## src/hw/rtl/emcs_pkg.sv

```systemverilog
// ----------------------------------------------------------------------------
// Edge-mask component splitter package
// Shared sizes, configuration register indexes, item types and the
// command and status groups between the controller and the datapath.
// ----------------------------------------------------------------------------
package emcs_pkg;

    localparam int EDGE_SLOTS   = 64;
    localparam int VERTEX_SLOTS = 64;
    localparam int EIDX_W       = 6;
    localparam int VIDX_W       = 6;
    localparam int CNT_W        = 7;
    localparam int MASK_W       = 64;
    localparam int CFG_IDX_W    = 4;
    localparam int CFG_DATA_W   = 7;

    localparam logic [CFG_IDX_W-1:0] CFG_VERTEX_COUNT = 4'd0;
    localparam logic [CFG_IDX_W-1:0] CFG_EDGE_COUNT   = 4'd1;

    localparam logic REQ_LOAD  = 1'b0;
    localparam logic REQ_SPLIT = 1'b1;

    typedef struct packed {
        logic              req_type;
        logic [EIDX_W-1:0] edge_index;
        logic [VIDX_W-1:0] edge_u;
        logic [VIDX_W-1:0] edge_v;
        logic [MASK_W-1:0] live_edges;
    } in_item_t;

    typedef struct packed {
        logic [MASK_W-1:0] component_mask;
        logic [5:0]        component_number;
        logic              is_last;
    } out_item_t;

    typedef struct packed {
        logic load_edge;
        logic start_query;
        logic edge_rewind;
        logic edge_step;
        logic emit_ground;
        logic vertex_first;
        logic vertex_step;
        logic walk_begin;
        logic walk_edge;
        logic queue_pop;
        logic cur_from_queue;
        logic emit_walk;
        logic emit_left;
        logic emit_empty;
    } cmd_t;

    typedef struct packed {
        logic rem_zero;
        logic ground_hit;
        logic edge_last;
        logic vert_visited;
        logic vert_end;
        logic queue_more;
        logic gathered_zero;
        logic out_free;
    } sts_t;

endpackage

```

## src/hw/rtl/edge_mask_component_splitter.sv

```systemverilog
// ----------------------------------------------------------------------------
// Edge-mask component splitter
// Splits a mask of live edges into independent components of a graph whose
// edge endpoints are loaded into an on-chip table one edge per item.
// ----------------------------------------------------------------------------
// The input channel (s_valid, s_ready, s_data) takes two kinds of item. A
// load item writes both endpoints of one edge slot. A
// split item starts a query that emits one or more items on the result
// channel (m_valid, m_ready, m_data), the last of them marked by is_last.
// The configuration channel sets the vertex and edge counts and is always
// ready; the user must write it only while no query is running, since the
// block itself does not enforce this. The edge table is scanned one edge
// per cycle for each vertex taken off the walk queue. Input is not taken
// while a query runs.
// The result is held in an output register. When the receiver stalls, the
// query stops at its next result until that register is taken.
// Reset clears the visited marks and masks, sets both counts to 64 and
// empties the output; the edge table holds no defined contents until loaded.
// ----------------------------------------------------------------------------
module edge_mask_component_splitter import emcs_pkg::*; (
    input  logic                  aclk,
    input  logic                  aresetn,
    input  logic                  s_valid,
    output logic                  s_ready,
    input  in_item_t              s_data,
    output logic                  m_valid,
    input  logic                  m_ready,
    output out_item_t             m_data,
    input  logic                  cfg_valid,
    output logic                  cfg_ready,
    input  logic [CFG_IDX_W-1:0]  cfg_index,
    input  logic [CFG_DATA_W-1:0] cfg_data
);

    cmd_t cmd;
    sts_t sts;

    assign cfg_ready = 1'b1;

    emcs_ctrl u_ctrl (
        .aclk     (aclk),
        .aresetn  (aresetn),
        .s_valid  (s_valid),
        .req_type (s_data.req_type),
        .s_ready  (s_ready),
        .cmd      (cmd),
        .sts      (sts)
    );

    emcs_datapath u_datapath (
        .aclk      (aclk),
        .aresetn   (aresetn),
        .cmd       (cmd),
        .sts       (sts),
        .in_data   (s_data),
        .cfg_valid (cfg_valid),
        .cfg_index (cfg_index),
        .cfg_data  (cfg_data),
        .m_valid   (m_valid),
        .m_ready   (m_ready),
        .m_data    (m_data)
    );

    a_split_busy: assert property (@(posedge aclk) disable iff (!aresetn)
        s_valid && s_ready && (s_data.req_type == REQ_SPLIT) |=> !s_ready)
        else $error("Input was ready right after a split item was taken.");

    a_load_silent: assert property (@(posedge aclk) disable iff (!aresetn)
        s_valid && s_ready && (s_data.req_type == REQ_LOAD) && !m_valid |=> !m_valid)
        else $error("A load item produced a result.");

    a_empty_result: assert property (@(posedge aclk) disable iff (!aresetn)
        m_valid && (m_data.component_mask == '0)
            |-> m_data.is_last && (m_data.component_number == '0))
        else $error("An empty component was not the single last result.");

    a_single_cmd: assert property (@(posedge aclk) disable iff (!aresetn)
        $onehot0({cmd.emit_ground, cmd.emit_walk, cmd.emit_left, cmd.emit_empty}))
        else $error("More than one result was emitted in one cycle.");

endmodule

```

## src/hw/rtl/emcs_ram.sv

```systemverilog
// ----------------------------------------------------------------------------
// Generic RAM
// One write port and one read port with registered read data.
// ----------------------------------------------------------------------------
module emcs_ram #(
    parameter int WIDTH = 8,
    parameter int DEPTH = 64
) (
    input  logic                     aclk,
    input  logic                     we,
    input  logic [$clog2(DEPTH)-1:0] waddr,
    input  logic [WIDTH-1:0]         wdata,
    input  logic [$clog2(DEPTH)-1:0] raddr,
    output logic [WIDTH-1:0]         rdata
);

    logic [WIDTH-1:0] mem [DEPTH];
    logic [WIDTH-1:0] rdata_reg;

    always_ff @(posedge aclk) begin
        if (we) begin
            mem[waddr] <= wdata;
        end
        rdata_reg <= mem[raddr];
    end

    assign rdata = rdata_reg;

endmodule

```

## src/hw/rtl/emcs_datapath.sv

```systemverilog
// ----------------------------------------------------------------------------
// Component splitter datapath
// Edge tables, vertex queue, visited marks, masks, configuration and the
// output register, driven by commands from the controller.
// ----------------------------------------------------------------------------
module emcs_datapath import emcs_pkg::*; (
    input  logic                  aclk,
    input  logic                  aresetn,
    input  cmd_t                  cmd,
    output sts_t                  sts,
    input  in_item_t              in_data,
    input  logic                  cfg_valid,
    input  logic [CFG_IDX_W-1:0]  cfg_index,
    input  logic [CFG_DATA_W-1:0] cfg_data,
    output logic                  m_valid,
    input  logic                  m_ready,
    output out_item_t             m_data
);

    logic [CNT_W-1:0]  vcount_reg, ecount_reg;
    logic [CNT_W-1:0]  ep_reg, ep_next;
    logic [CNT_W-1:0]  i_reg, i_next;
    logic [CNT_W-1:0]  head_reg, head_next;
    logic [CNT_W-1:0]  tail_reg, tail_next;
    logic [VIDX_W-1:0] cur_reg, cur_next;
    logic [5:0]        count_reg, count_next;
    logic [MASK_W-1:0] remaining_reg, remaining_next;
    logic [MASK_W-1:0] gathered_reg, gathered_next;
    logic [VERTEX_SLOTS-1:0] visited_reg, visited_next;
    logic              out_valid_reg, out_valid_next;
    out_item_t         out_data_reg, out_data_next;

    logic [CNT_W-1:0]  ne_clamp, nv_clamp;
    logic [MASK_W-1:0] use_mask;
    logic [VIDX_W-1:0] ea, eb, q_rdata, nb;
    logic [EIDX_W-1:0] ep_idx;
    logic [MASK_W-1:0] edge_bit;
    logic              edge_live, ground_hit, touch, push_raw, push, out_free;

    assign ne_clamp = (ecount_reg > CNT_W'(EDGE_SLOTS)) ? CNT_W'(EDGE_SLOTS) : ecount_reg;
    assign nv_clamp = (vcount_reg > CNT_W'(VERTEX_SLOTS)) ? CNT_W'(VERTEX_SLOTS) : vcount_reg;

    always_comb begin
        for (int e = 0; e < MASK_W; e++) begin
            use_mask[e] = (CNT_W'(e) < ne_clamp);
        end
    end

    assign ep_idx     = ep_reg[EIDX_W-1:0];
    assign edge_bit   = MASK_W'(1) << ep_idx;
    assign edge_live  = remaining_reg[ep_idx];
    assign ground_hit = edge_live && (ea == '0) && (eb == '0);
    assign touch      = edge_live && ((ea == cur_reg) || (eb == cur_reg));
    assign nb         = (ea == cur_reg) ? eb : ea;
    assign push_raw   = touch && (nb != '0) && !visited_reg[nb]
                        && (tail_reg < CNT_W'(VERTEX_SLOTS));
    assign push       = cmd.walk_edge && push_raw;
    assign out_free   = !out_valid_reg || m_ready;

    always_comb begin
        ep_next = ep_reg;
        if (cmd.edge_rewind) begin
            ep_next = '0;
        end else if (cmd.edge_step) begin
            ep_next = ep_reg + CNT_W'(1);
        end
    end

    emcs_ram #(.WIDTH(VIDX_W), .DEPTH(EDGE_SLOTS)) u_table_a (
        .aclk  (aclk),
        .we    (cmd.load_edge),
        .waddr (in_data.edge_index),
        .wdata (in_data.edge_u),
        .raddr (ep_next[EIDX_W-1:0]),
        .rdata (ea)
    );

    emcs_ram #(.WIDTH(VIDX_W), .DEPTH(EDGE_SLOTS)) u_table_b (
        .aclk  (aclk),
        .we    (cmd.load_edge),
        .waddr (in_data.edge_index),
        .wdata (in_data.edge_v),
        .raddr (ep_next[EIDX_W-1:0]),
        .rdata (eb)
    );

    emcs_ram #(.WIDTH(VIDX_W), .DEPTH(VERTEX_SLOTS)) u_queue (
        .aclk  (aclk),
        .we    (push),
        .waddr (tail_reg[VIDX_W-1:0]),
        .wdata (nb),
        .raddr (head_reg[VIDX_W-1:0]),
        .rdata (q_rdata)
    );

    always_comb begin
        i_next         = i_reg;
        head_next      = head_reg;
        tail_next      = tail_reg;
        cur_next       = cur_reg;
        count_next     = count_reg;
        remaining_next = remaining_reg;
        gathered_next  = gathered_reg;
        visited_next   = visited_reg;
        out_valid_next = out_valid_reg && !m_ready;
        out_data_next  = out_data_reg;

        if (cmd.start_query) begin
            remaining_next = in_data.live_edges & use_mask;
            visited_next   = '0;
            count_next     = '0;
        end
        if (cmd.vertex_first) begin
            i_next = CNT_W'(1);
        end else if (cmd.vertex_step) begin
            i_next = i_reg + CNT_W'(1);
        end
        if (cmd.walk_begin) begin
            cur_next      = i_reg[VIDX_W-1:0];
            visited_next[i_reg[VIDX_W-1:0]] = 1'b1;
            head_next     = CNT_W'(1);
            tail_next     = CNT_W'(1);
            gathered_next = '0;
        end
        if (cmd.walk_edge && touch) begin
            gathered_next = gathered_reg | edge_bit;
        end
        if (push) begin
            visited_next[nb] = 1'b1;
            tail_next        = tail_reg + CNT_W'(1);
        end
        if (cmd.queue_pop) begin
            head_next = head_reg + CNT_W'(1);
        end
        if (cmd.cur_from_queue) begin
            cur_next = q_rdata;
        end

        if (cmd.emit_ground) begin
            remaining_next = remaining_reg & ~edge_bit;
            out_data_next.component_mask = edge_bit;
            out_data_next.is_last        = ((remaining_reg & ~edge_bit) == '0);
        end else if (cmd.emit_walk) begin
            remaining_next = remaining_reg & ~gathered_reg;
            out_data_next.component_mask = gathered_reg;
            out_data_next.is_last        = ((remaining_reg & ~gathered_reg) == '0);
        end else if (cmd.emit_left) begin
            remaining_next = '0;
            out_data_next.component_mask = remaining_reg;
            out_data_next.is_last        = 1'b1;
        end else if (cmd.emit_empty) begin
            out_data_next.component_mask = '0;
            out_data_next.is_last        = 1'b1;
        end
        if (cmd.emit_ground || cmd.emit_walk || cmd.emit_left || cmd.emit_empty) begin
            out_data_next.component_number = count_reg;
            out_valid_next = 1'b1;
            count_next     = count_reg + 6'd1;
        end
    end

    always_ff @(posedge aclk) begin
        if (!aresetn) begin
            vcount_reg    <= CNT_W'(VERTEX_SLOTS);
            ecount_reg    <= CNT_W'(EDGE_SLOTS);
            remaining_reg <= '0;
            gathered_reg  <= '0;
            visited_reg   <= '0;
            out_valid_reg <= 1'b0;
            ep_reg        <= '0;
            i_reg         <= '0;
            head_reg      <= '0;
            tail_reg      <= '0;
            count_reg     <= '0;
        end else begin
            if (cfg_valid && (cfg_index == CFG_VERTEX_COUNT)) begin
                vcount_reg <= cfg_data;
            end
            if (cfg_valid && (cfg_index == CFG_EDGE_COUNT)) begin
                ecount_reg <= cfg_data;
            end
            remaining_reg <= remaining_next;
            gathered_reg  <= gathered_next;
            visited_reg   <= visited_next;
            out_valid_reg <= out_valid_next;
            ep_reg        <= ep_next;
            i_reg         <= i_next;
            head_reg      <= head_next;
            tail_reg      <= tail_next;
            count_reg     <= count_next;
        end
    end

    always_ff @(posedge aclk) begin
        cur_reg      <= cur_next;
        out_data_reg <= out_data_next;
    end

    assign sts.rem_zero      = (remaining_reg == '0);
    assign sts.ground_hit    = ground_hit;
    assign sts.edge_last     = (ep_reg == (ne_clamp - CNT_W'(1)));
    assign sts.vert_visited  = visited_reg[i_reg[VIDX_W-1:0]];
    assign sts.vert_end      = (i_reg >= nv_clamp);
    assign sts.queue_more    = (head_reg < tail_reg) || push_raw;
    assign sts.gathered_zero = (gathered_reg == '0);
    assign sts.out_free      = out_free;

    assign m_valid = out_valid_reg;
    assign m_data  = out_data_reg;

endmodule

```

## src/hw/rtl/emcs_ctrl.sv

```systemverilog
// ----------------------------------------------------------------------------
// Component splitter controller
// Sequences edge loads, the ground loop scan, the breadth-first walks, the
// leftover and empty results, and holds each result until the output register is free.
// ----------------------------------------------------------------------------
module emcs_ctrl import emcs_pkg::*; (
    input  logic aclk,
    input  logic aresetn,
    input  logic s_valid,
    input  logic req_type,
    output logic s_ready,
    output cmd_t cmd,
    input  sts_t sts
);

    localparam logic [3:0] ST_IDLE   = 4'd0;
    localparam logic [3:0] ST_CHECK  = 4'd1;
    localparam logic [3:0] ST_GSCAN  = 4'd2;
    localparam logic [3:0] ST_VCHECK = 4'd3;
    localparam logic [3:0] ST_WSCAN  = 4'd4;
    localparam logic [3:0] ST_POP    = 4'd5;
    localparam logic [3:0] ST_LOAD   = 4'd6;
    localparam logic [3:0] ST_WEND   = 4'd7;
    localparam logic [3:0] ST_LEFT   = 4'd8;
    localparam logic [3:0] ST_EMPTY  = 4'd9;

    logic [3:0] state_reg, state_next;

    always_comb begin
        state_next = state_reg;
        cmd        = '0;
        s_ready    = 1'b0;
        case (state_reg)
            ST_IDLE: begin
                s_ready = 1'b1;
                if (s_valid) begin
                    if (req_type == REQ_SPLIT) begin
                        cmd.start_query = 1'b1;
                        state_next      = ST_CHECK;
                    end else begin
                        cmd.load_edge = 1'b1;
                    end
                end
            end
            ST_CHECK: begin
                if (sts.rem_zero) begin
                    state_next = ST_EMPTY;
                end else begin
                    cmd.edge_rewind = 1'b1;
                    state_next      = ST_GSCAN;
                end
            end
            ST_GSCAN: begin
                if (!sts.ground_hit || sts.out_free) begin
                    cmd.emit_ground = sts.ground_hit;
                    if (sts.edge_last) begin
                        cmd.vertex_first = 1'b1;
                        state_next       = ST_VCHECK;
                    end else begin
                        cmd.edge_step = 1'b1;
                    end
                end
            end
            ST_VCHECK: begin
                if (sts.rem_zero) begin
                    state_next = ST_IDLE;
                end else if (sts.vert_end) begin
                    state_next = ST_LEFT;
                end else if (sts.vert_visited) begin
                    cmd.vertex_step = 1'b1;
                end else begin
                    cmd.walk_begin  = 1'b1;
                    cmd.edge_rewind = 1'b1;
                    state_next      = ST_WSCAN;
                end
            end
            ST_WSCAN: begin
                cmd.walk_edge = 1'b1;
                if (sts.edge_last) begin
                    state_next = sts.queue_more ? ST_POP : ST_WEND;
                end else begin
                    cmd.edge_step = 1'b1;
                end
            end
            ST_POP: begin
                cmd.queue_pop = 1'b1;
                state_next    = ST_LOAD;
            end
            ST_LOAD: begin
                cmd.cur_from_queue = 1'b1;
                cmd.edge_rewind    = 1'b1;
                state_next         = ST_WSCAN;
            end
            ST_WEND: begin
                if (sts.gathered_zero) begin
                    cmd.vertex_step = 1'b1;
                    state_next      = ST_VCHECK;
                end else if (sts.out_free) begin
                    cmd.emit_walk   = 1'b1;
                    cmd.vertex_step = 1'b1;
                    state_next      = ST_VCHECK;
                end
            end
            ST_LEFT: begin
                if (sts.out_free) begin
                    cmd.emit_left = 1'b1;
                    state_next    = ST_IDLE;
                end
            end
            ST_EMPTY: begin
                if (sts.out_free) begin
                    cmd.emit_empty = 1'b1;
                    state_next     = ST_IDLE;
                end
            end
            default: begin
                state_next = ST_IDLE;
            end
        endcase
    end

    always_ff @(posedge aclk) begin
        if (!aresetn) begin
            state_reg <= ST_IDLE;
        end else begin
            state_reg <= state_next;
        end
    end

endmodule

```

## config.mk

```make
export PLATFORM = sky130hd
export DESIGN_NAME = edge_mask_component_splitter
export DESIGN_NICKNAME = d
export VERILOG_FILES = /design/src/hw/rtl/emcs_pkg.sv /design/src/hw/rtl/edge_mask_component_splitter.sv /design/src/hw/rtl/emcs_ram.sv /design/src/hw/rtl/emcs_datapath.sv /design/src/hw/rtl/emcs_ctrl.sv
export SDC_FILE = /design/constraint.sdc
export NUM_CORES = 2
export LEC_CHECK = 0
export ABC_AREA = 1
export ABC_CLOCK_PERIOD_IN_PS = 4200
export BUFFER_PORTS_ARGS = -buffer_cell sky130_fd_sc_hd__buf_4
export CAP_MARGIN = 20
export CORE_ASPECT_RATIO = 1.1
export CORE_UTILIZATION = 30
export DETAILED_ROUTE_END_ITERATION = 10
export GPL_ROUTABILITY_DRIVEN = 0
export PLACE_DENSITY = 0.47
export SLEW_MARGIN = 40
export SYNTH_ARGS = -nofsm -noshare
export SYNTH_HDL_FRONTEND = slang
export SYNTH_SLANG_ARGS = --single-unit
```

## constraint.sdc

```tcl
create_clock -name aclk -period 4.2 [get_ports aclk]
set_clock_uncertainty 0.05 [all_clocks]
set_input_delay 0.21 -clock aclk [delete_from_list [all_inputs] [get_ports aclk]]
set_output_delay 0.21 -clock aclk [all_outputs]
set_load 0.02 [all_outputs]
```

* Word-level counts from Yosys, hierarchy flattened
Memory sizes are Yosys's and may differ from the RTL's. A register that Yosys moved wholly into a read port is not among the register bits.
Index checks and enable logic that the tools add are counted.
** Cells by class
- Add/sub/neg operators :: 6
- Order comparisons :: 74
- Equal/unequal tests :: 21
- Shift-type cells :: 1
- Mux-type cells :: 89
- Bitwise gates (word level) :: 9
- Reductions and logical operators :: 45
** Operators with widths (number)
- 64-bit 2-to-1 mux :: 13
- 64-bit zero test :: 4
- 6-bit by 7-bit < comparator with 1-bit output (first input constant) :: 32
- 64-bit bitwise AND :: 3
- 64-bit OR :: 3
- 64-bit inverter :: 2
- 5-bit by 7-bit < comparator with 1-bit output (first input constant) :: 16
- 1-bit by 6-bit left shift with 64-bit output (first input constant) :: 1
- 4-bit by 7-bit < comparator with 1-bit output (first input constant) :: 8
- 4-bit 2-to-1 mux :: 12
- 6-bit 2-to-1 mux :: 7
- 1-bit 2-to-1 mux :: 36
- 4-bit case mux with 9 select lines :: 1
- 7-bit 2-to-1 mux :: 5
- 7-bit by 1-bit adder with 7-bit output (second input constant) :: 4
- 3-bit by 7-bit < comparator with 1-bit output (first input constant) :: 4
- 6-bit by 7-bit < comparator with 1-bit output (second input constant) :: 3
- 1-bit binary-select mux with 6-bit select :: 3
- 4-bit by 3-bit == test with 1-bit output (second input constant) :: 4
- 7-bit > comparator (second input constant) :: 2
- 1-bit by 7-bit < comparator with 1-bit output (first input constant) :: 2
- 2-bit by 7-bit < comparator with 1-bit output (first input constant) :: 2
- 1-bit logical AND :: 13
- 1-bit demux with 6-bit select :: 2
- 29 further kinds :: 63
** Storage, ports and cells
- Register bits :: 322
- Bits in writable memories :: 1152
- Bits of input ports :: 99
- Output and inout bits :: 74
- Word-level logic and storage cells :: 266
- Memories kept :: 3
** Memory list
- u_datapath.u_queue.mem :: words 64, width 6, read ports 1, clocked after memory_dff 1, wr ports 1, line emcs_ram.sv:17 : logic [WIDTH-1:0] mem [DEPTH];
- u_datapath.u_table_a.mem :: words 64, width 6, read ports 1, clocked after memory_dff 1, wr ports 1, line emcs_ram.sv:17
- u_datapath.u_table_b.mem :: words 64, width 6, read ports 1, clocked after memory_dff 1, wr ports 1, line emcs_ram.sv:17

* Longest topological paths before layout
- Depth after elaboration :: 12
- Gate-level depth with buffers :: 27
- Mapped depth without buffers :: 25

* Hierarchy
From an unflattened synthesis, not the netlist that was laid out.
** Unflattened totals
- Cell total of the unflattened synthesis :: 6934
- Area total of the unflattened synthesis :: 67712.4 um2
** By module, submodules not included
- emcs_ram :: times used 3, cells an instance 1376, area an instance 15930.3 um2, sequential area each 11651.2 um2
- emcs_datapath :: times used 1, cells an instance 2715, area an instance 19413.6 um2, sequential area each 7136.8 um2
- emcs_ctrl :: times used 1, cells an instance 89, area an instance 496.7 um2, sequential area each 80.1 um2
- edge_mask_component_splitter :: times used 1, cells an instance 2, area an instance 11.3 um2, sequential area each 0.0 um2

* Worst setup path after synthesis
Ideal clock, no wire load.
- Kind :: register -> register
- Start :: register u_datapath.cur_reg[4]
- End :: memory u_datapath.u_queue.mem[15][0] (netlist name) (enable)
- Library setup time :: 377 ps
- Arrival time :: 3546 ps
- Path slack :: 227 ps
- Cell stages (with the launch flop) :: 17
- Buffers on the path :: 2
- Clock period less this slack :: 3973 ps
- Path through :: edfxtp_1 -> xor2_1 -> nor3_1 -> nand3_1 -> nand2_1 -> nand2_2 -> inv_1 -> nor3_2 -> buf_2 -> a22oi_1 -> nand4_1 -> nand2_1 -> nand2_1 -> nor2_2 -> nand4_2 -> buf_2 -> nor3_1
** Between the ends
- Longest elaborated chain between the ends :: 10
- Elaborated cells on any way between the ends :: 15
- Classes of those cells :: 2 x eq/ne; 5 x mux; 8 x reduce/logical
** RTL lines
- start, declared :: line emcs_datapath.sv:25 : logic [VIDX_W-1:0] cur_reg, cur_next;
- start signal, assigned :: line emcs_datapath.sv:195 : cur_reg <= cur_next;
- 6-bit == test (*) :: line emcs_datapath.sv:54 : assign nb = (ea == cur_reg) ? eb : ea;
- 6-bit 2-to-1 mux (*) :: line emcs_datapath.sv:54
- via u_datapath.nb[0] :: line emcs_datapath.sv:35 : logic [VIDX_W-1:0] ea, eb, q_rdata, nb;
- 1-bit binary-select mux with 6-bit select :: line emcs_datapath.sv:55 : assign push_raw = touch && (nb != '0) && !visited_reg[nb]
- 1-bit 2-to-1 mux (not written as such) :: line emcs_datapath.sv:55
- 1-bit zero test :: line emcs_datapath.sv:55
- 1-bit logical AND (*) :: line emcs_datapath.sv:55
- 1-bit logical AND (*) :: line emcs_datapath.sv:56 : && (tail_reg < CNT_W'(VERTEX_SLOTS));
- 1-bit logical AND (*) :: line emcs_datapath.sv:57 : assign push = cmd.walk_edge && push_raw;
- 1-bit 2-to-1 mux (*) :: line emcs_ram.sv:21 : if (we) begin
- 1-bit 2-to-1 mux (not written as such) (*) :: line emcs_ram.sv:22 : mem[waddr] <= wdata;
- end, declared :: line emcs_ram.sv:17
The timed path passes the listed nets; every way through them passes the cells marked *. The select of a mux whose other input is x is not followed.

* Worst setup path in the final report
- Start :: register u_datapath.ep_reg[0]
- End :: register u_datapath.u_table_a.rdata_reg[3], in the netlist u_datapath.u_table_a.rdata[3] (read register of u_datapath.u_table_a.mem)
** Between the ends
- Longest elaborated chain between the ends :: 10
- Elaborated cells on any way between the ends :: 13
- Classes of those cells :: 1 x add/sub; 1 x eq/ne; 7 x mux; 4 x reduce/logical
** RTL lines
- start, declared :: line emcs_datapath.sv:21 : logic [CNT_W-1:0] ep_reg, ep_next;
- start signal, assigned :: line emcs_datapath.sv:186 : ep_reg <= ep_next;
- 1-bit binary-select mux with 6-bit select :: line emcs_datapath.sv:51 : assign edge_live = remaining_reg[ep_idx];
- 1-bit 2-to-1 mux (not written as such) :: line emcs_datapath.sv:51
- 1-bit logical AND (2 in a row) :: line emcs_datapath.sv:52 : assign ground_hit = edge_live && (ea == '0) && (eb == '0);
- 1-bit zero test :: line emcs_ctrl.sv:54 : if (!sts.ground_hit || sts.out_free) begin
- 1-bit logical OR :: line emcs_ctrl.sv:54
- 3-bit 2-to-1 mux :: line emcs_ctrl.sv:54
- 1-bit case mux with 2 select lines :: line emcs_ctrl.sv:33 : case (state_reg)
- 6-bit 2-to-1 mux (*) :: line emcs_datapath.sv:64 : end else if (cmd.edge_step) begin
- 6-bit 2-to-1 mux (*) :: line emcs_datapath.sv:62 : if (cmd.edge_rewind) begin
- end, declared :: line emcs_ram.sv:18 : logic [WIDTH-1:0] rdata_reg;
Mark *: on every way between the ends. The rest lies on a longest branch, timed or not. The select of a mux whose other input is x is not followed.
A chain may end at the register's enable or synchronous reset.

==> metrics.md <==
| Metric | Value |
|---|---|
| Outcome | finished clean |
| HP Class | primary input to flip-flop |
| Die area | 233000 µm² |
| Initial core utilization | 0.302 |
| Top cell type's share of synthesized area | 0.533 |
| Area Overhead vs Synth | 19.9% |
| Nets | 7687 |
| Post-Synth Adder-Cell Area | 0.00451 |
| First-pass GRT wire length | 361000 µm |
| Setup TNS | 0 ps |
| Cells after synthesis | 7206 |
| Kind of critical path | flip-flop to flip-flop |
| Sequential power share | 0.379 |
| R2R setup slack | 160 ps |
| TritonCTS clock tree | yes |
| Reg2reg start | u_datapath.ep_reg[0] |
| ANT nets after route | 0 |
| Hold wc startpoint | s_data[10] |
| Layout fillers | 23000 |
| Slew headroom | 0.391 |
| Yosys warning count | 0 |
| Top flop regs | u_datapath.u_queue.mem: 384 flops, u_datapath.u_table_a.mem: 384 flops, u_datapath.u_table_b.mem: 384 flops |
| Reg2reg path depth | 23 |
| Yosys cell types | 61 |
| Logic gate share of total power | 0.299 |
| Width of the die | 460 µm |
| Clock Power Share | 0.322 |
| Internal Power | around 29 mW |
| Largest net degree at the start of global routing | 179 |
| Tot Pwr | between 40 and 50 mW |
| Count of input and output buffers | between 150 and 200 |
| Die Height | 506 µm |
| Avg WL per Cell | 23.0 µm |
| Number of synthesized flops with an enable pin | roughly 1200 |
| CP Max Fanout | just over 50 |
| Post-synth top area cell | edfxtp_1 |
| Core Rows | 184 |
| Gr ovfl total | 0 |
| IO Pins | around 170 |
| RR Endpoint | u_datapath.u_table_a.rdata[3] |
| Vias/cell | between 5 and 6 |
| Sequential-to-total area share from yosys stat | 0.609 |
| CORE AREA | about 230000 µm² |
| Vias in the first global route | around 54000 |
| Synth Area in Simple Gates | 0.198 |
| Cell area after synthesis | between 60000 and 70000 µm² |
| Num CTS Buffers | 169 |
| Register clock-pin slew on the reported worst setup and hold paths | about 60 ps |
| LEAKAGE | 31.2 nW |
| DRT iter0 DRCs | approximately 5600 |
| Synth top area cells | edfxtp_1 53%, dfxtp_1 7.6%, nand2_1 6.0% |
| TritonCTS Sinks | about 1500 |
| Synth Flop Type | edfxtp_1 |
| RSZ-0062 raised after global routing | yes |
| Peak supply drop | 0.480 mV |
| DRC violations left | 0 |
| Arrival time at the worst endpoint | 4670 ps |
| Max Freq | 248 MHz |
| Drt pass-1 iters | 6 |
| Final hold viol count | 0 |
| Synth Area in XOR/XNOR | 0.00190 |
| Synthesis-stage register bit count | 1492 |
| Mux share of post-synthesis cell area | 0 |
| Psw | 16.1 mW |
| CTS H-tree depth | 4 |
| Placed cell count | 10300 |
| Post-synth top cells | 1229 x edfxtp_1, 1115 x nand2_1, 1020 x inv_1, 831 x nand3_1, 659 x nor2_1 |
| Cell Count, Final, Fillers Out | about 11000 |
| Worst path required time | 4840 ps |
| Asr flop ratio synth | 0 |
| DRT Wirelength | 248000 µm |
| WHS Path Cells | 7 |
| Most frequent cell after synthesis | edfxtp_1 |
| Clock Latency Late Sink | between 800 and 900 ps |
| Average size of a mapped cell | between 9 and 10 µm² |
| PD cells | 545 nW/µm² |
| Crit. End Element | flip-flop |
| Clk root buf | clkbuf_16 |
| Fin util | 0.363 |
| DP HPWL | 158000 µm |
| Final min period | 4040 ps |
| Layout cell share with drive strength beyond 1 | 0.124 |
| Largest family of logic cells by synthesized area | simple AND/OR/NAND/NOR gates |
| Switching Fraction | 0.355 |
| Initial antenna violation count | 7 |
| # setup viols final | 0 |
| Syn nets | 7330 |
| Setup crit start kind | flip-flop |
| CTS max path bufs | 3 |
| Hold EP | u_datapath.remaining_reg[10] |
| Pins Over Slew Limit | 0 |
| Synth Area in Compound Gates | 0.101 |
| Period utilisation layout | 0.961 |
| GRT Util Overall | 0.205 |
| DR vias | 56100 |
| Max cap viols | 0 |
| Worst slew pin tran | 905 ps |
## power groups by stage
stage | registers, mW | logic, mW | clock network (mW)
2_1_floorplan | 17.4 | 7.23 | 0
3_3_place_gp | 17.5 | 12.7 | 0
3_5_place_dp | 17.4 | 12.8 | 0
4_1_cts | 17.1 | 13.0 | 14.9
5_1_grt | 17.2 | 14.6 | 15.4
6_report | 17.2 | 13.5 | 14.6
## final cells by class
cell class | instances | area (µm²) | share of cell area
multi-input combinational | 4205 | 21700 | 0.261
clock inverter | 87 | 835 | 0.0100
sequential | 1492 | 42200 | 0.508
inverter | 1054 | 3990 | 0.0480
clock buffer | 225 | 4540 | 0.0547
tap | 3069 | 3840 | 0.0462
antenna | 4 | 10.0 | 0.000120
timing repair buffer | 641 | 5960 | 0.0718
## what timing repair did
action | CTS | global route
pin swaps | 1 | 7
gates cloned | 1 | 8
endpoints found under the setup margin | 179 | 440
gates resized for setup | 15 | 122
hold buffers | 100 | 0
buffers inserted | 3 | 15
hold endpoints to repair | 501 | 0
## routing by layer
metal | GRT usage | vias up | routed length [µm]
li1 | - | 25900 | -
met1 | 0.278 | 27600 | 107000
met2 | 0.333 | 2155 | 116000
met3 | 0.0279 | 424 | 15600
met4 | 0.0769 | 2 | 9310
met5 | 0 | - | 12
## placed cells by master, fill, tap and decap left out, types with 32 or more instances in the layout
cell type | synthesis | layout
a211oi_1 | 84 | 84
a21oi_1 | 131 | 131
a221oi_1 | 67 | 67
a32oi_1 | 46 | 46
buf_12 | 0 | 40
buf_4 | 12 | 471
clkbuf_1 | 270 | 47
clkbuf_16 | 0 | 178
clkinv_1 | 10 | 36
dfxtp_1 | 263 | 257
dlygate4sd3_1 | 0 | 100
edfxtp_1 | 1229 | 1229
inv_1 | 1020 | 1010
nand2_1 | 1115 | 1114
nand3_1 | 831 | 804
nand3_2 | 14 | 32
nand4_1 | 331 | 331
nor2_1 | 659 | 606
nor2_2 | 7 | 37
nor3_1 | 39 | 33
o21ai_0 | 413 | 411
o221ai_1 | 76 | 76
o22ai_1 | 159 | 159
## stage by stage
stage	worst slack, ps	hold slack [ps]	area [µm²]
2_1_floorplan	227	259	69300
3_3_place_gp	-244	404	75700
3_5_place_dp	-163	411	75700
4_1_cts	3.18	1.54	82200
5_1_grt	-78.1	68.9	83100
6_report	163	69.9	83100
## worst max path at each step
stage | from | to | slack [ps] | depth (start not counted)
finish | u_datapath.ep_reg[0] | u_datapath.u_table_a.rdata[3] | 160 | 23
global route | u_datapath.cur_reg[2] | u_datapath.u_queue.mem[26][1] | -80 | 22
CTS | u_datapath.cur_reg[2] | u_datapath.u_queue.mem[19][1] | 3 | 21
detailed placement | u_datapath.cur_reg[1] | u_datapath.u_queue.mem[52][4] | -160 | 21
global placement | u_datapath.cur_reg[2] | u_datapath.u_queue.mem[53][4] | -240 | 22
floorplan | u_datapath.cur_reg[4] | u_datapath.u_queue.mem[15][0] | 230 | 16
## kinds of logic after synthesis
family	count (synthesis)
AND/OR/NAND/NOR	3060
buffers and inverters	1509
flip-flops	1492
AO/OA/AOI/OAI	1104
adder cells (fa/ha/maj)	25
XOR/XNOR	15
other	1
## worst max-delay path, cell delays in order (launching register included)
cell and delay, ps:
dfxtp_2 330, inv_2 70, buf_4 240, nand2_1 80
nand3_1 70, nand2_1 110, nand2_1 80, nand2_1 50
nor2_1 130, nor2_1 80, nor2_1 130, nand2_2 120
nand3_1 190, nand3_4 130, nand3_4 190, clkbuf_8 390
buf_4 370, nand4_1 130, nand3_1 110, nand3_1 230
nand3_1 160, nand3_2 140, nand3_1 140, nand2_1 100
No activity file was read; power rests on OpenSTA's default activity.
